<file path="config.mk">
export PLATFORM = sky130hd
export DESIGN_NAME = servo_goal_with_contact_freeze
export DESIGN_NICKNAME = d
export VERILOG_FILES = /design/src/rtl/core/sgcf_pkg.sv /design/src/rtl/core/sgcf_csr.sv /design/src/rtl/core/sgcf_front.sv /design/src/rtl/core/sgcf_queue.sv /design/src/rtl/core/sgcf_back.sv /design/src/rtl/core/servo_goal_with_contact_freeze.sv
export SDC_FILE = /design/constraint.sdc
export NUM_CORES = 2
export LEC_CHECK = 0
export BUFFER_PORTS_ARGS = -buffer_cell sky130_fd_sc_hd__buf_2
export CAP_MARGIN = 10
export CORE_MARGIN = 2
export CORE_UTILIZATION = 54
export CTS_CLUSTER_SIZE = 16
export DETAILED_ROUTE_END_ITERATION = 8
export GPL_ROUTABILITY_DRIVEN = 0
export PLACE_DENSITY = 0.74
export SKIP_CTS_REPAIR_TIMING = 1
export SYNTH_ARGS = -nofsm -noshare
export SYNTH_HDL_FRONTEND = slang
export SYNTH_HIERARCHICAL = 1
export SYNTH_SLANG_ARGS = --single-unit
</file>
<file path="constraint.sdc">
create_clock -name clock -period 11.65 [get_ports clock]
set_clock_uncertainty 0.15 [all_clocks]
set_input_delay 1.165 -clock clock [delete_from_list [all_inputs] [get_ports clock]]
set_output_delay 1.165 -clock clock [all_outputs]
set_load 0.005 [all_outputs]
</file>
<file path="src/rtl/core/sgcf_pkg.sv">
// Shared types, constants and register codes for the servo goal block.
// Used by every module under rtl/core; depends on nothing.

package sgcf_pkg;

   // Defaults for the top-level parameters
   localparam int NUM_MOTORS_DEF  = 4;
   localparam int QUEUE_DEPTH_DEF = 4;

   // Port widths
   localparam int REQ_DATA_W = 56;
   localparam int REQ_USER_W = 2;
   localparam int RSP_DATA_W = 32;
   localparam int RSP_USER_W = 3;
   localparam int CSR_ADDR_W = 6;
   localparam int CSR_DATA_W = 64;

   // Rate limiter
   localparam logic [15:0] ELAPSED_MAX = 16'hFFFF;

   // Ticks = round(scale * angle / 5760); 5760 = 45 * 128
   localparam logic [33:0] ROUND_BIAS = 34'd2880;
   localparam int          DIV_SHIFT  = 7;
   localparam logic [26:0] DIV_ODD    = 27'd45;
   localparam logic [26:0] RECIP_ODD  = 27'd95443717;  // floor(2^32 / 45)

   // Register reset values
   localparam logic [1:0]         MODE_RST      = 2'd3;
   localparam logic signed [15:0] SCALE_RST     = 16'sd5120;
   localparam logic signed [31:0] MIN_GOAL_RST  = -32'sd1048575;
   localparam logic signed [31:0] MAX_GOAL_RST  = 32'sd1048575;
   localparam logic [15:0]        PERIOD_RST    = 16'd10;
   localparam logic [3:0]         MASK_RST      = 4'hF;
   localparam logic [63:0]        OFFSETS_RST   = 64'd0;

   typedef enum logic [1:0] {
      REQ_ANGLE   = 2'd0,
      REQ_CONTACT = 2'd1,
      REQ_TICK    = 2'd2,
      REQ_LOAD    = 2'd3
   } req_kind_type;

   typedef enum logic [2:0] {
      REG_MODE_FLAGS    = 3'd0,
      REG_ROLL_GAIN     = 3'd1,
      REG_MIN_GOAL      = 3'd2,
      REG_MAX_GOAL      = 3'd3,
      REG_MIN_PERIOD    = 3'd4,
      REG_MOTOR_MASK    = 3'd5,
      REG_MOTOR_OFFSETS = 3'd6
   } csr_index_type;

   typedef enum logic [2:0] {
      ST_IDLE,
      ST_MUL,
      ST_RND,
      ST_RECIP,
      ST_FIX,
      ST_EMIT
   } state_type;

   typedef struct packed {
      logic [1:0]         mode_flags;
      logic signed [15:0] roll_gain;
      logic signed [31:0] min_goal;
      logic signed [31:0] max_goal;
      logic [15:0]        min_period_ticks;
      logic [3:0]         motor_mask;
      logic [63:0]        motor_offsets;
   } cfg_type;

   typedef struct packed {
      logic [1:0]         motor_index;
      logic signed [31:0] goal_position;
      logic               frozen;
      logic               last_in_run;
   } beat_type;

   typedef struct packed {
      logic full;
      logic empty;
   } queue_stat_type;

endpackage

</file>
<file path="src/rtl/core/sgcf_csr.sv">
// Configuration register file with an APB-style write/read port.
// Depends on sgcf_pkg for register codes, reset values and cfg_type.

module sgcf_csr (
   input  logic                             clock,
   input  logic                             reset,
   input  logic                             csr_psel,
   input  logic                             csr_penable,
   input  logic                             csr_pwrite,
   input  logic [sgcf_pkg::CSR_ADDR_W-1:0]  csr_paddr,
   input  logic [sgcf_pkg::CSR_DATA_W-1:0]  csr_pwdata,
   output logic [sgcf_pkg::CSR_DATA_W-1:0]  csr_prdata,
   output logic                             csr_pready,
   output sgcf_pkg::cfg_type                cfg
);

   sgcf_pkg::cfg_type       cfg_ff;
   sgcf_pkg::csr_index_type reg_sel;
   logic                    wr_en;

   assign csr_pready = 1'b1;
   assign reg_sel    = sgcf_pkg::csr_index_type'(csr_paddr[5:3]);
   assign wr_en      = csr_psel && csr_penable && csr_pwrite && csr_pready;
   assign cfg        = cfg_ff;

   always_ff @(posedge clock) begin
      if (reset) begin
         cfg_ff.mode_flags       <= sgcf_pkg::MODE_RST;
         cfg_ff.roll_gain        <= sgcf_pkg::SCALE_RST;
         cfg_ff.min_goal         <= sgcf_pkg::MIN_GOAL_RST;
         cfg_ff.max_goal         <= sgcf_pkg::MAX_GOAL_RST;
         cfg_ff.min_period_ticks <= sgcf_pkg::PERIOD_RST;
         cfg_ff.motor_mask       <= sgcf_pkg::MASK_RST;
         cfg_ff.motor_offsets    <= sgcf_pkg::OFFSETS_RST;
      end else if (wr_en) begin
         case (reg_sel)
            sgcf_pkg::REG_MODE_FLAGS:    cfg_ff.mode_flags       <= csr_pwdata[1:0];
            sgcf_pkg::REG_ROLL_GAIN:     cfg_ff.roll_gain        <= $signed(csr_pwdata[15:0]);
            sgcf_pkg::REG_MIN_GOAL:      cfg_ff.min_goal         <= $signed(csr_pwdata[31:0]);
            sgcf_pkg::REG_MAX_GOAL:      cfg_ff.max_goal         <= $signed(csr_pwdata[31:0]);
            sgcf_pkg::REG_MIN_PERIOD:    cfg_ff.min_period_ticks <= csr_pwdata[15:0];
            sgcf_pkg::REG_MOTOR_MASK:    cfg_ff.motor_mask       <= csr_pwdata[3:0];
            sgcf_pkg::REG_MOTOR_OFFSETS: cfg_ff.motor_offsets    <= csr_pwdata;
            default: ;
         endcase
      end
   end

   always_comb begin
      case (reg_sel)
         sgcf_pkg::REG_MODE_FLAGS:    csr_prdata = 64'(cfg_ff.mode_flags);
         sgcf_pkg::REG_ROLL_GAIN:     csr_prdata = {48'd0, cfg_ff.roll_gain};
         sgcf_pkg::REG_MIN_GOAL:      csr_prdata = {32'd0, cfg_ff.min_goal};
         sgcf_pkg::REG_MAX_GOAL:      csr_prdata = {32'd0, cfg_ff.max_goal};
         sgcf_pkg::REG_MIN_PERIOD:    csr_prdata = 64'(cfg_ff.min_period_ticks);
         sgcf_pkg::REG_MOTOR_MASK:    csr_prdata = 64'(cfg_ff.motor_mask);
         sgcf_pkg::REG_MOTOR_OFFSETS: csr_prdata = cfg_ff.motor_offsets;
         default:                     csr_prdata = '0;
      endcase
   end

endmodule

</file>
<file path="src/rtl/core/sgcf_front.sv">
// Front end: accepts request beats, keeps the servo state, runs the rate
// limiter and scaling sequence, and pushes goal beats into the queue.
// Depends on sgcf_pkg.

module sgcf_front #(
   parameter int NUM_MOTORS = sgcf_pkg::NUM_MOTORS_DEF
) (
   input  logic                             clock,
   input  logic                             reset,
   input  logic                             req_tvalid,
   output logic                             req_tready,
   input  logic [sgcf_pkg::REQ_USER_W-1:0]  req_tuser,
   input  logic [sgcf_pkg::REQ_DATA_W-1:0]  req_tdata,
   input  sgcf_pkg::cfg_type                cfg,
   input  sgcf_pkg::queue_stat_type         q_stat,
   output logic                             q_push,
   output sgcf_pkg::beat_type               q_beat
);

   localparam int MIW = (NUM_MOTORS > 1) ? $clog2(NUM_MOTORS) : 1;
   localparam logic [MIW-1:0] LAST_M = MIW'(NUM_MOTORS - 1);

   sgcf_pkg::state_type    state_ff, state_in;
   sgcf_pkg::req_kind_type kind;

   // Servo state
   logic                have_angle_ff, have_contact_ff, zero_captured_ff, goal_valid_ff;
   logic signed [16:0]  stored_angle_ff, zero_angle_ff;
   logic [15:0]         elapsed_ff;
   logic                in_contact_ff [NUM_MOTORS];
   logic signed [31:0]  hold_ff       [NUM_MOTORS];
   logic signed [31:0]  base_ff       [NUM_MOTORS];
   logic signed [31:0]  prev_ff       [NUM_MOTORS];

   // Scaling sequence
   logic signed [17:0]  d_ff;
   logic signed [33:0]  p_ff;
   logic [26:0]         x_ff;
   logic [21:0]         q0_ff;
   logic                neg_ff;
   logic signed [31:0]  delta_ff;
   logic [MIW-1:0]      m_ff;

   // Request fields
   logic signed [16:0]  roll_angle;
   logic [3:0]          contact_flags;
   logic [1:0]          load_motor;
   logic signed [31:0]  load_position;

   logic                accept, run_ok, capture, run_go, step;
   logic signed [16:0]  angle_eff;
   logic                ha_eff, hc_eff;
   logic [15:0]         el_eff;
   logic signed [17:0]  ext_zero, ext_ang, d_in;
   logic [7:0]          mask8, flags8;
   logic [NUM_MOTORS-1:0] conn_vec;
   logic                later_any;
   logic [3:0]          idx_w;
   logic [1:0]          idx2;
   logic signed [15:0]  off_cur;
   logic signed [31:0]  sum_cur, goal_cur;
   logic [33:0]         ap;
   logic [33:0]         biased;
   logic [53:0]         recip_prod;
   logic [26:0]         q0_times;
   logic [26:0]         rem;
   logic [21:0]         q_fix;

   assign roll_angle    = $signed(req_tdata[16:0]);
   assign contact_flags = req_tdata[20:17];
   assign load_motor    = req_tdata[22:21];
   assign load_position = $signed(req_tdata[54:23]);
   assign kind          = sgcf_pkg::req_kind_type'(req_tuser);

   assign req_tready = (state_ff == sgcf_pkg::ST_IDLE);
   assign accept     = req_tvalid && req_tready;

   assign mask8  = {4'd0, cfg.motor_mask};
   assign flags8 = {4'd0, contact_flags};

   always_comb begin
      for (int k = 0; k < NUM_MOTORS; k++) begin
         conn_vec[k] = mask8[k];
      end
   end

   // Run decision
   always_comb begin
      angle_eff = (kind == sgcf_pkg::REQ_ANGLE) ? roll_angle : stored_angle_ff;
      ha_eff    = have_angle_ff || (kind == sgcf_pkg::REQ_ANGLE);
      hc_eff    = have_contact_ff || (kind == sgcf_pkg::REQ_CONTACT);
      el_eff    = (kind == sgcf_pkg::REQ_CONTACT) ? sgcf_pkg::ELAPSED_MAX : elapsed_ff;
      run_ok    = accept
                  && ((kind == sgcf_pkg::REQ_ANGLE) || (kind == sgcf_pkg::REQ_CONTACT))
                  && ha_eff && hc_eff && (cfg.motor_mask != 4'd0)
                  && (el_eff >= cfg.min_period_ticks);
      capture   = run_ok && cfg.mode_flags[0] && !zero_captured_ff;
      run_go    = run_ok && !capture;
      ext_zero  = {zero_angle_ff[16], zero_angle_ff};
      ext_ang   = {angle_eff[16], angle_eff};
      d_in      = cfg.mode_flags[0] ? (ext_zero - ext_ang) : -ext_ang;
   end

   // Division datapath pieces
   always_comb begin
      ap         = p_ff[33] ? 34'(-p_ff) : 34'(p_ff);
      biased     = ap + sgcf_pkg::ROUND_BIAS;
      recip_prod = 54'(x_ff) * 54'(sgcf_pkg::RECIP_ODD);
      q0_times   = 27'(q0_ff) * sgcf_pkg::DIV_ODD;
      rem        = x_ff - q0_times;
      q_fix      = (rem >= sgcf_pkg::DIV_ODD) ? (q0_ff + 22'd1) : q0_ff;
   end

   // Goal for the motor under the emit counter
   always_comb begin
      idx_w    = 4'(m_ff);
      idx2     = idx_w[1:0];
      off_cur  = $signed(cfg.motor_offsets[{idx2, 4'b0000} +: 16]);
      sum_cur  = base_ff[m_ff] + 32'(off_cur) + delta_ff;
      goal_cur = sum_cur;
      if (cfg.mode_flags[1]) begin
         if (goal_cur > cfg.max_goal) goal_cur = cfg.max_goal;
         if (goal_cur < cfg.min_goal) goal_cur = cfg.min_goal;
      end
      if (in_contact_ff[m_ff]) begin
         goal_cur = hold_ff[m_ff];
      end
      later_any = 1'b0;
      for (int k = 0; k < NUM_MOTORS; k++) begin
         if (conn_vec[k] && (MIW'(k) > m_ff)) later_any = 1'b1;
      end
      q_beat.motor_index   = idx2;
      q_beat.goal_position = goal_cur;
      q_beat.frozen        = in_contact_ff[m_ff];
      q_beat.last_in_run   = !later_any;
   end

   always_ff @(posedge clock) begin
      if (reset) begin
         state_ff <= sgcf_pkg::ST_IDLE;
      end else begin
         state_ff <= state_in;
      end
   end

   always_comb begin
      state_in = state_ff;
      q_push   = 1'b0;
      step     = 1'b0;
      case (state_ff)
         sgcf_pkg::ST_IDLE: begin
            if (run_go) state_in = sgcf_pkg::ST_MUL;
         end
         sgcf_pkg::ST_MUL:   state_in = sgcf_pkg::ST_RND;
         sgcf_pkg::ST_RND:   state_in = sgcf_pkg::ST_RECIP;
         sgcf_pkg::ST_RECIP: state_in = sgcf_pkg::ST_FIX;
         sgcf_pkg::ST_FIX:   state_in = sgcf_pkg::ST_EMIT;
         sgcf_pkg::ST_EMIT: begin
            q_push = conn_vec[m_ff] && !q_stat.full;
            step   = !conn_vec[m_ff] || !q_stat.full;
            if (step && (m_ff == LAST_M)) state_in = sgcf_pkg::ST_IDLE;
         end
         default: state_in = sgcf_pkg::ST_IDLE;
      endcase
   end

   // Servo state updates
   always_ff @(posedge clock) begin
      if (reset) begin
         have_angle_ff    <= 1'b0;
         have_contact_ff  <= 1'b0;
         zero_captured_ff <= 1'b0;
         goal_valid_ff    <= 1'b0;
         stored_angle_ff  <= '0;
         zero_angle_ff    <= '0;
         elapsed_ff       <= sgcf_pkg::ELAPSED_MAX;
         for (int k = 0; k < NUM_MOTORS; k++) begin
            in_contact_ff[k] <= 1'b0;
            hold_ff[k]       <= '0;
            base_ff[k]       <= '0;
            prev_ff[k]       <= '0;
         end
      end else begin
         if (accept) begin
            case (kind)
               sgcf_pkg::REQ_ANGLE: begin
                  stored_angle_ff <= roll_angle;
                  have_angle_ff   <= 1'b1;
                  if (run_ok) elapsed_ff <= '0;
               end
               sgcf_pkg::REQ_CONTACT: begin
                  have_contact_ff <= 1'b1;
                  // Re-arm the limiter, then clear it if the run goes ahead
                  elapsed_ff      <= run_ok ? 16'd0 : sgcf_pkg::ELAPSED_MAX;
                  for (int k = 0; k < NUM_MOTORS; k++) begin
                     if (conn_vec[k]) begin
                        in_contact_ff[k] <= flags8[k];
                        if (flags8[k] && !in_contact_ff[k]) begin
                           hold_ff[k] <= goal_valid_ff ? prev_ff[k] : base_ff[k];
                        end
                     end
                  end
               end
               sgcf_pkg::REQ_TICK: begin
                  if (elapsed_ff != sgcf_pkg::ELAPSED_MAX) elapsed_ff <= elapsed_ff + 16'd1;
               end
               sgcf_pkg::REQ_LOAD: begin
                  for (int k = 0; k < NUM_MOTORS; k++) begin
                     if (3'(k) == {1'b0, load_motor}) begin
                        base_ff[k] <= load_position;
                        hold_ff[k] <= load_position;
                     end
                  end
               end
               default: ;
            endcase
         end
         if (capture) begin
            zero_angle_ff    <= angle_eff;
            zero_captured_ff <= 1'b1;
         end
         if (q_push) prev_ff[m_ff] <= goal_cur;
         if (step && (m_ff == LAST_M)) goal_valid_ff <= 1'b1;
      end
   end

   // Scaling sequence registers
   always_ff @(posedge clock) begin
      if (run_go) d_ff <= d_in;
      if (state_ff == sgcf_pkg::ST_MUL) p_ff <= cfg.roll_gain * d_ff;
      if (state_ff == sgcf_pkg::ST_RND) begin
         x_ff   <= 27'(biased >> sgcf_pkg::DIV_SHIFT);
         neg_ff <= p_ff[33];
      end
      if (state_ff == sgcf_pkg::ST_RECIP) q0_ff <= recip_prod[53:32];
      if (state_ff == sgcf_pkg::ST_FIX) begin
         delta_ff <= neg_ff ? -$signed(32'(q_fix)) : $signed(32'(q_fix));
         m_ff     <= '0;
      end
      if (step) m_ff <= m_ff + 1'b1;
   end

   a_push_room: assert property (@(posedge clock) disable iff (reset)
      q_push |-> !q_stat.full)
      else $error("goal pushed into a full queue");

   a_delta_range: assert property (@(posedge clock) disable iff (reset)
      (state_ff == sgcf_pkg::ST_EMIT) |-> ((delta_ff[31:21] == '0) || (delta_ff[31:21] == '1)))
      else $error("scaled angle out of range");

   a_valid_rise: assert property (@(posedge clock) disable iff (reset)
      $rose(goal_valid_ff) |-> $past(state_ff == sgcf_pkg::ST_EMIT))
      else $error("goal_valid set outside a command run");

   a_zero_first: assert property (@(posedge clock) disable iff (reset)
      ((state_ff == sgcf_pkg::ST_EMIT) && cfg.mode_flags[0]) |-> zero_captured_ff)
      else $error("goals emitted before zero angle captured");

endmodule

</file>
<file path="src/rtl/core/sgcf_queue.sv">
// Small goal queue between the front end and the output stage.
// Depends on sgcf_pkg for beat_type and queue_stat_type.

module sgcf_queue #(
   parameter int DEPTH = sgcf_pkg::QUEUE_DEPTH_DEF
) (
   input  logic                     clock,
   input  logic                     reset,
   input  logic                     push,
   input  sgcf_pkg::beat_type       push_beat,
   input  logic                     pop,
   output sgcf_pkg::beat_type       head,
   output sgcf_pkg::queue_stat_type stat
);

   localparam int PW = (DEPTH > 1) ? $clog2(DEPTH) : 1;
   localparam logic [PW-1:0] LAST_SLOT = PW'(DEPTH - 1);
   localparam logic [PW:0]   FULL_CNT  = (PW + 1)'(DEPTH);

   sgcf_pkg::beat_type slot_ff [DEPTH];
   logic [PW-1:0]      wr_ff, rd_ff;
   logic [PW:0]        count_ff;
   logic               do_push, do_pop;

   assign stat.full  = (count_ff == FULL_CNT);
   assign stat.empty = (count_ff == '0);
   assign do_push    = push && !stat.full;
   assign do_pop     = pop && !stat.empty;
   assign head       = slot_ff[rd_ff];

   always_ff @(posedge clock) begin
      if (do_push) slot_ff[wr_ff] <= push_beat;
   end

   always_ff @(posedge clock) begin
      if (reset) begin
         wr_ff    <= '0;
         rd_ff    <= '0;
         count_ff <= '0;
      end else begin
         if (do_push) wr_ff <= (wr_ff == LAST_SLOT) ? '0 : wr_ff + 1'b1;
         if (do_pop)  rd_ff <= (rd_ff == LAST_SLOT) ? '0 : rd_ff + 1'b1;
         case ({do_push, do_pop})
            2'b10:   count_ff <= count_ff + 1'b1;
            2'b01:   count_ff <= count_ff - 1'b1;
            default: ;
         endcase
      end
   end

endmodule

</file>
<file path="src/rtl/core/sgcf_back.sv">
// Output stage: pops goal beats from the queue into the response register.
// Depends on sgcf_pkg for beat_type and queue_stat_type.

module sgcf_back (
   input  logic                             clock,
   input  logic                             reset,
   input  sgcf_pkg::beat_type               head,
   input  sgcf_pkg::queue_stat_type         q_stat,
   output logic                             pop,
   output logic                             rsp_tvalid,
   input  logic                             rsp_tready,
   output logic [sgcf_pkg::RSP_DATA_W-1:0]  rsp_tdata,
   output logic [sgcf_pkg::RSP_USER_W-1:0]  rsp_tuser,
   output logic                             rsp_tlast
);

   logic               valid_ff;
   sgcf_pkg::beat_type beat_ff;

   // Refill when the register is empty or its beat leaves this cycle
   assign pop = !q_stat.empty && (!valid_ff || rsp_tready);

   always_ff @(posedge clock) begin
      if (reset) begin
         valid_ff <= 1'b0;
      end else if (pop) begin
         valid_ff <= 1'b1;
      end else if (rsp_tready) begin
         valid_ff <= 1'b0;
      end
   end

   always_ff @(posedge clock) begin
      if (pop) beat_ff <= head;
   end

   assign rsp_tvalid = valid_ff;
   assign rsp_tdata  = beat_ff.goal_position;
   assign rsp_tuser  = {beat_ff.frozen, beat_ff.motor_index};
   assign rsp_tlast  = beat_ff.last_in_run;

endmodule

</file>
<file path="src/rtl/core/servo_goal_with_contact_freeze.sv">
// Top level of the servo goal generator with contact freeze.
// Instantiates sgcf_csr, sgcf_front, sgcf_queue and sgcf_back; uses sgcf_pkg.
//
//  Channel  | Direction | Payload
//  ---------+-----------+------------------------------------------------------
//  req_     | in        | tuser = kind; tdata = angle, contacts, motor, position
//  rsp_     | out       | tuser = motor, frozen; tdata = goal; tlast = end of run
//  csr_     | in/out    | APB-style registers at byte address 8*i, 64-bit data
//
// Sequence: angle samples, contact updates that start no run, ticks and base loads
// only update the servo state. A command run goes through accept, four steps
// of the scaling sequence (multiply, round, reciprocal multiply, fix), then one
// motor slot per cycle while goals are pushed into the queue and it is not full.
// Reset: synchronous; clears all servo state, the queue and the output register,
// and loads the register defaults.
// Stalls: a full queue holds the emit step on the current motor; the input side
// waits until the run in progress has stepped through its last motor slot.

module servo_goal_with_contact_freeze #(
   parameter int NUM_MOTORS  = sgcf_pkg::NUM_MOTORS_DEF,
   parameter int QUEUE_DEPTH = sgcf_pkg::QUEUE_DEPTH_DEF
) (
   input  logic                             clock,
   input  logic                             reset,
   // tuser: req_type[1:0]
   // tdata: roll_angle[16:0], contact_flags[20:17], load_motor[22:21],
   //        load_position[54:23], zero pad[55]
   input  logic                             req_tvalid,
   output logic                             req_tready,
   input  logic [sgcf_pkg::REQ_USER_W-1:0]  req_tuser,
   input  logic [sgcf_pkg::REQ_DATA_W-1:0]  req_tdata,
   // tuser: motor_index[1:0], frozen[2]
   // tdata: goal_position[31:0]
   output logic                             rsp_tvalid,
   input  logic                             rsp_tready,
   output logic [sgcf_pkg::RSP_USER_W-1:0]  rsp_tuser,
   output logic [sgcf_pkg::RSP_DATA_W-1:0]  rsp_tdata,
   output logic                             rsp_tlast,
   input  logic                             csr_psel,
   input  logic                             csr_penable,
   input  logic                             csr_pwrite,
   input  logic [sgcf_pkg::CSR_ADDR_W-1:0]  csr_paddr,
   input  logic [sgcf_pkg::CSR_DATA_W-1:0]  csr_pwdata,
   output logic [sgcf_pkg::CSR_DATA_W-1:0]  csr_prdata,
   output logic                             csr_pready
);

   sgcf_pkg::cfg_type        cfg;
   sgcf_pkg::queue_stat_type q_stat;
   sgcf_pkg::beat_type       push_beat, head;
   logic                     push, pop;

   // Register file
   sgcf_csr u_csr (
      .clock       (clock),
      .reset       (reset),
      .csr_psel    (csr_psel),
      .csr_penable (csr_penable),
      .csr_pwrite  (csr_pwrite),
      .csr_paddr   (csr_paddr),
      .csr_pwdata  (csr_pwdata),
      .csr_prdata  (csr_prdata),
      .csr_pready  (csr_pready),
      .cfg         (cfg)
   );

   // Intake, state, limiter and goal math
   sgcf_front #(
      .NUM_MOTORS (NUM_MOTORS)
   ) u_front (
      .clock      (clock),
      .reset      (reset),
      .req_tvalid (req_tvalid),
      .req_tready (req_tready),
      .req_tuser  (req_tuser),
      .req_tdata  (req_tdata),
      .cfg        (cfg),
      .q_stat     (q_stat),
      .q_push     (push),
      .q_beat     (push_beat)
   );

   // Decouple goal generation from the response handshake
   sgcf_queue #(
      .DEPTH (QUEUE_DEPTH)
   ) u_queue (
      .clock     (clock),
      .reset     (reset),
      .push      (push),
      .push_beat (push_beat),
      .pop       (pop),
      .head      (head),
      .stat      (q_stat)
   );

   // Response register
   sgcf_back u_back (
      .clock      (clock),
      .reset      (reset),
      .head       (head),
      .q_stat     (q_stat),
      .pop        (pop),
      .rsp_tvalid (rsp_tvalid),
      .rsp_tready (rsp_tready),
      .rsp_tdata  (rsp_tdata),
      .rsp_tuser  (rsp_tuser),
      .rsp_tlast  (rsp_tlast)
   );

endmodule

</file>
==> metrics.yaml <==
global_routing:
  antenna_found_initial: 22
  grt_max_degree: 136
  track_usage_pct: 30.0
  first_global_vias: 53500
  grt_pass1_wl_um: 320000
  globalRouteOverflowTotal: 0
placed_design:
  port_buffers: 232
  dp_hpwl_um: 155000
  dp_cells: 8618
  placed_area_sq_um: 76700
clock_tree:
  clk-insertion-delay-late_ns: 0.76
  cts-root-buf: "clkbuf_16"
  cts.sinks: 939
  tritoncts: "built"
  cts_inserted_buffers: 98
  ctsLongestPathBuffers: 3
  clkTransAtPathRegs_ns: 0.06
  cts.htree.levels: 3
power:
  swShare_pct: 26.0
  p_sw_mw: 2.15
  power_mw: 8.27
  p_int_mw: 6.12
  peakVddDrop_mv: 0.121
  pwr-share-comb_pct: 13.8
  p_clk_share_pct: 40.9
  p_leak_nw: 33.8
  seqPwrFrac_pct: 45.3
  pwr_density_cell_nw_per_um2: 103
route:
  drc: 0
  wl_per_cell_um: 23.9
  drt_first_pass_iters: 8
  drtIter0Drc: 5844
  avgViaCountPerCell: 6.02
  postRouteAntennaNets: 0
  vias: 53100
  drt-total-wl_um: 211000
synthesis:
  synth_cells: 6818
  ys_warn_count: 6
  async_flop_share_pct: 0
  synth_top_cell_by_area: "edfxtp_1"
  synth-seq-cells: 939
  syn_area_per_cell_sq_um: 10.8
  ys.flop_type: "edfxtp_1"
  synth-edff-count: 704
  syn_area_sq_um: 73900
  synth_fp_nets: 8110
  seq_area_frac_synth_pct: 35.0
  yosys.area.top_type_share_pct: 28.6
  synth_area_leaders: "edfxtp_1, fa_1, ha_1, dfxtp_1, inv_1"
  synth_cell_types: 119
critical_path:
  path_depth: 42
  ff2ff_path_depth: 42
  critical_path_class: "flop to flop"
  path_max_fanout: 12
  arrival_ns: 11.51
  r2r-end: "u_queue/slot_ff[1][10]$_DFFE_PP_"
  path_delay_family: "compound AO/OA/AOI/OAI gates"
  required_ns: 11.92
  critPathMaxStageDelay_ns: 0.63
  cp-end-kind: "flop"
  slowest_stage: "mux4_2"
  worstSetupStartpointType: "flop"
  regToRegSetupSlack_ns: 0.41
  critPathBufInv: 7
  crit_top_cell: "o21ai_0"
timing:
  worstMarginPinSlew_ns: 1.24
  setup_violations: 0
  fmax_ghz: 0.0889
  hold_viol: 0
  slew_violations: 0
  fin_crit_sh_pct: 96.5
  whs_ns: 0.332
  slew_headroom_pct: 17.3
  finalCriticalPeriod_ns: 11.24
run:
  cap_violations: 0
final_layout:
  multiInputGateArea_sq_um: 43000
  final-seq-area_sq_um: 25900
  area_growth_pct: 8.61
  fin_area_sq_um: 80200
  drive_gt1_share_pct: 10.6
  nFillCells: 10900
  instances_no_fill: 8814
  fin_nets: 8229
  final_util_pct: 59.1
run_status:
  outcome: "completed"
hold_path:
  worstHoldStart: "u_front/have_angle_ff$_SDFFE_PP0P_"
  min_path_cells: 2
  min_to: "u_front/have_angle_ff$_SDFFE_PP0P_"
  hp-class: "flop to flop"
die:
  rows: 135
  core_area_sq_um: 136000
  initial_core_util_pct: 54.5
  dieWidth_um: 374
  fp.dieArea_sq_um: 140000
  num_io_pins: 238
  die_height_um: 374
==> final cells by class <==
cell class / count / area share (%)
Multi-Input combinational cell: 4573 / 53.6
Sequential cell: 939 / 32.2
Inverter: 1004 / 4.70
Clock buffer: 122 / 3.34
Tap cell: 1781 / 2.78
Timing Repair Buffer: 321 / 2.29
Clock inverter: 62 / 1.03
Antenna cell: 12 / 0.0374
==> cell usage in the layout, fill, tap and decap left out, types with 33 or more instances in the layout <==
cell type and n:
inv_1 1001, edfxtp_1 704, fa_1 605, ha_1 552, nor2_1 438, nand2_1 379, mux2i_1 341, and2_1 292
nand2b_1 239, buf_2 231, dfxtp_1 230, o21ai_0 183, a21oi_1 164, xnor2_1 155, mux4_2 118, clkbuf_16 103
nand3_1 95, buf_4 89, o21bai_1 76, nor3_1 69, a21o_1 66, a211oi_1 64, o21a_1 61, xor2_1 47
mux2_2 45, nand4_1 40, and3_1 38, nor2b_1 36, a22oi_1 36, a31oi_1 33
==> power groups by stage <==
stage	logic, mW	registers, mW	clock network [mW]
finish	1.14	3.75	3.38
global route	1.25	3.75	3.55
CTS	1.12	3.74	3.41
detailed placement	1.11	3.81	0
global placement	1.08	3.81	0
floorplan	0.768	3.80	0
==> flip-flops by register name (all words and copies together), names as in the netlist, 27 cells and up, named ones only <==
signal	count
u_csr/cfg	166
u_queue/slot_ff	144
u_front/base_ff	128
u_front/hold_ff	128
u_front/prev_ff	128
u_front/p_ff	34
u_back/rsp_tdata	32
u_front/delta_ff	32
u_front/x_ff	27
==> per-layer routing <==
metal  track usage (%)  part of all wire, %
met1              41.3                   40
met2              45.4                   44
met3              7.59                   11
met4              12.3                  4.1
met5                 0                0.050
==> cell families (layout without fill, tap and decap cells) <==
logic type,Yosys count,after routing,synth area share (%)
other,1,13,0.00508
and+or+nand+nor,1789,1789,12.4
DFF,939,939,35.0
muxes,504,504,8.91
buffers and inverters,1306,1509,6.99
AOI/OAI and AO/OA,919,919,8.54
xor gates and xnor gates,202,202,2.40
adders and majority gates,1158,1158,25.8
==> worst max-delay path by stage <==
stage	start	to	slack, ns
floorplan	flop	u_queue/slot_ff[0][26]$_DFFE_PP_	0.42
global placement	u_front/idx2[0]$_DFFE_PN_	u_queue/slot_ff[0][10]$_DFFE_PP_	0.73
detailed placement	flop	u_queue/slot_ff[0][10]$_DFFE_PP_	0.53
CTS	flop	u_queue/slot_ff[1][10]$_DFFE_PP_	0.47
global route	flop	u_queue/slot_ff[3][10]$_DFFE_PP_	-0.009
finish	flop	u_queue/slot_ff[1][10]$_DFFE_PP_	0.41
==> per-stage QoR <==
step	setup slack (ns)	TNS [ns]
6_report	0.407	0
3_5_place_dp	0.532	0
5_1_grt	-0.00903	-0.0316
3_3_place_gp	0.729	0
2_1_floorplan	0.421	0
4_1_cts	0.473	0
==> worst register-to-register path: cells and delay by family, from the launching register on <==
kind                     cells  cell delay, ns
multiplexers                 2            0.85
AO/OA/AOI/OAI               21            4.79
XOR/XNOR                     1            0.27
adder cells (fa/ha/maj)      5            1.74
flip-flops                   1            0.51
AND/OR/NAND/NOR              6            1.56
buffers and inverters        7            1.06
==> Yosys cell counts, types with 61 or more instances <==
master / n
inv_1: 1001
edfxtp_1: 704
fa_1: 605
ha_1: 552
nor2_1: 438
nand2_1: 379
mux2i_1: 341
and2_1: 293
nand2b_1: 242
dfxtp_1: 235
clkbuf_1: 203
o21ai_0: 187
a21oi_1: 165
xnor2_1: 155
mux4_2: 118
nand3_1: 95
o21bai_1: 76
nor3_1: 74
a21o_1: 67
a211oi_1: 64
o21a_1: 61
(Power assumes the default switching activity.)
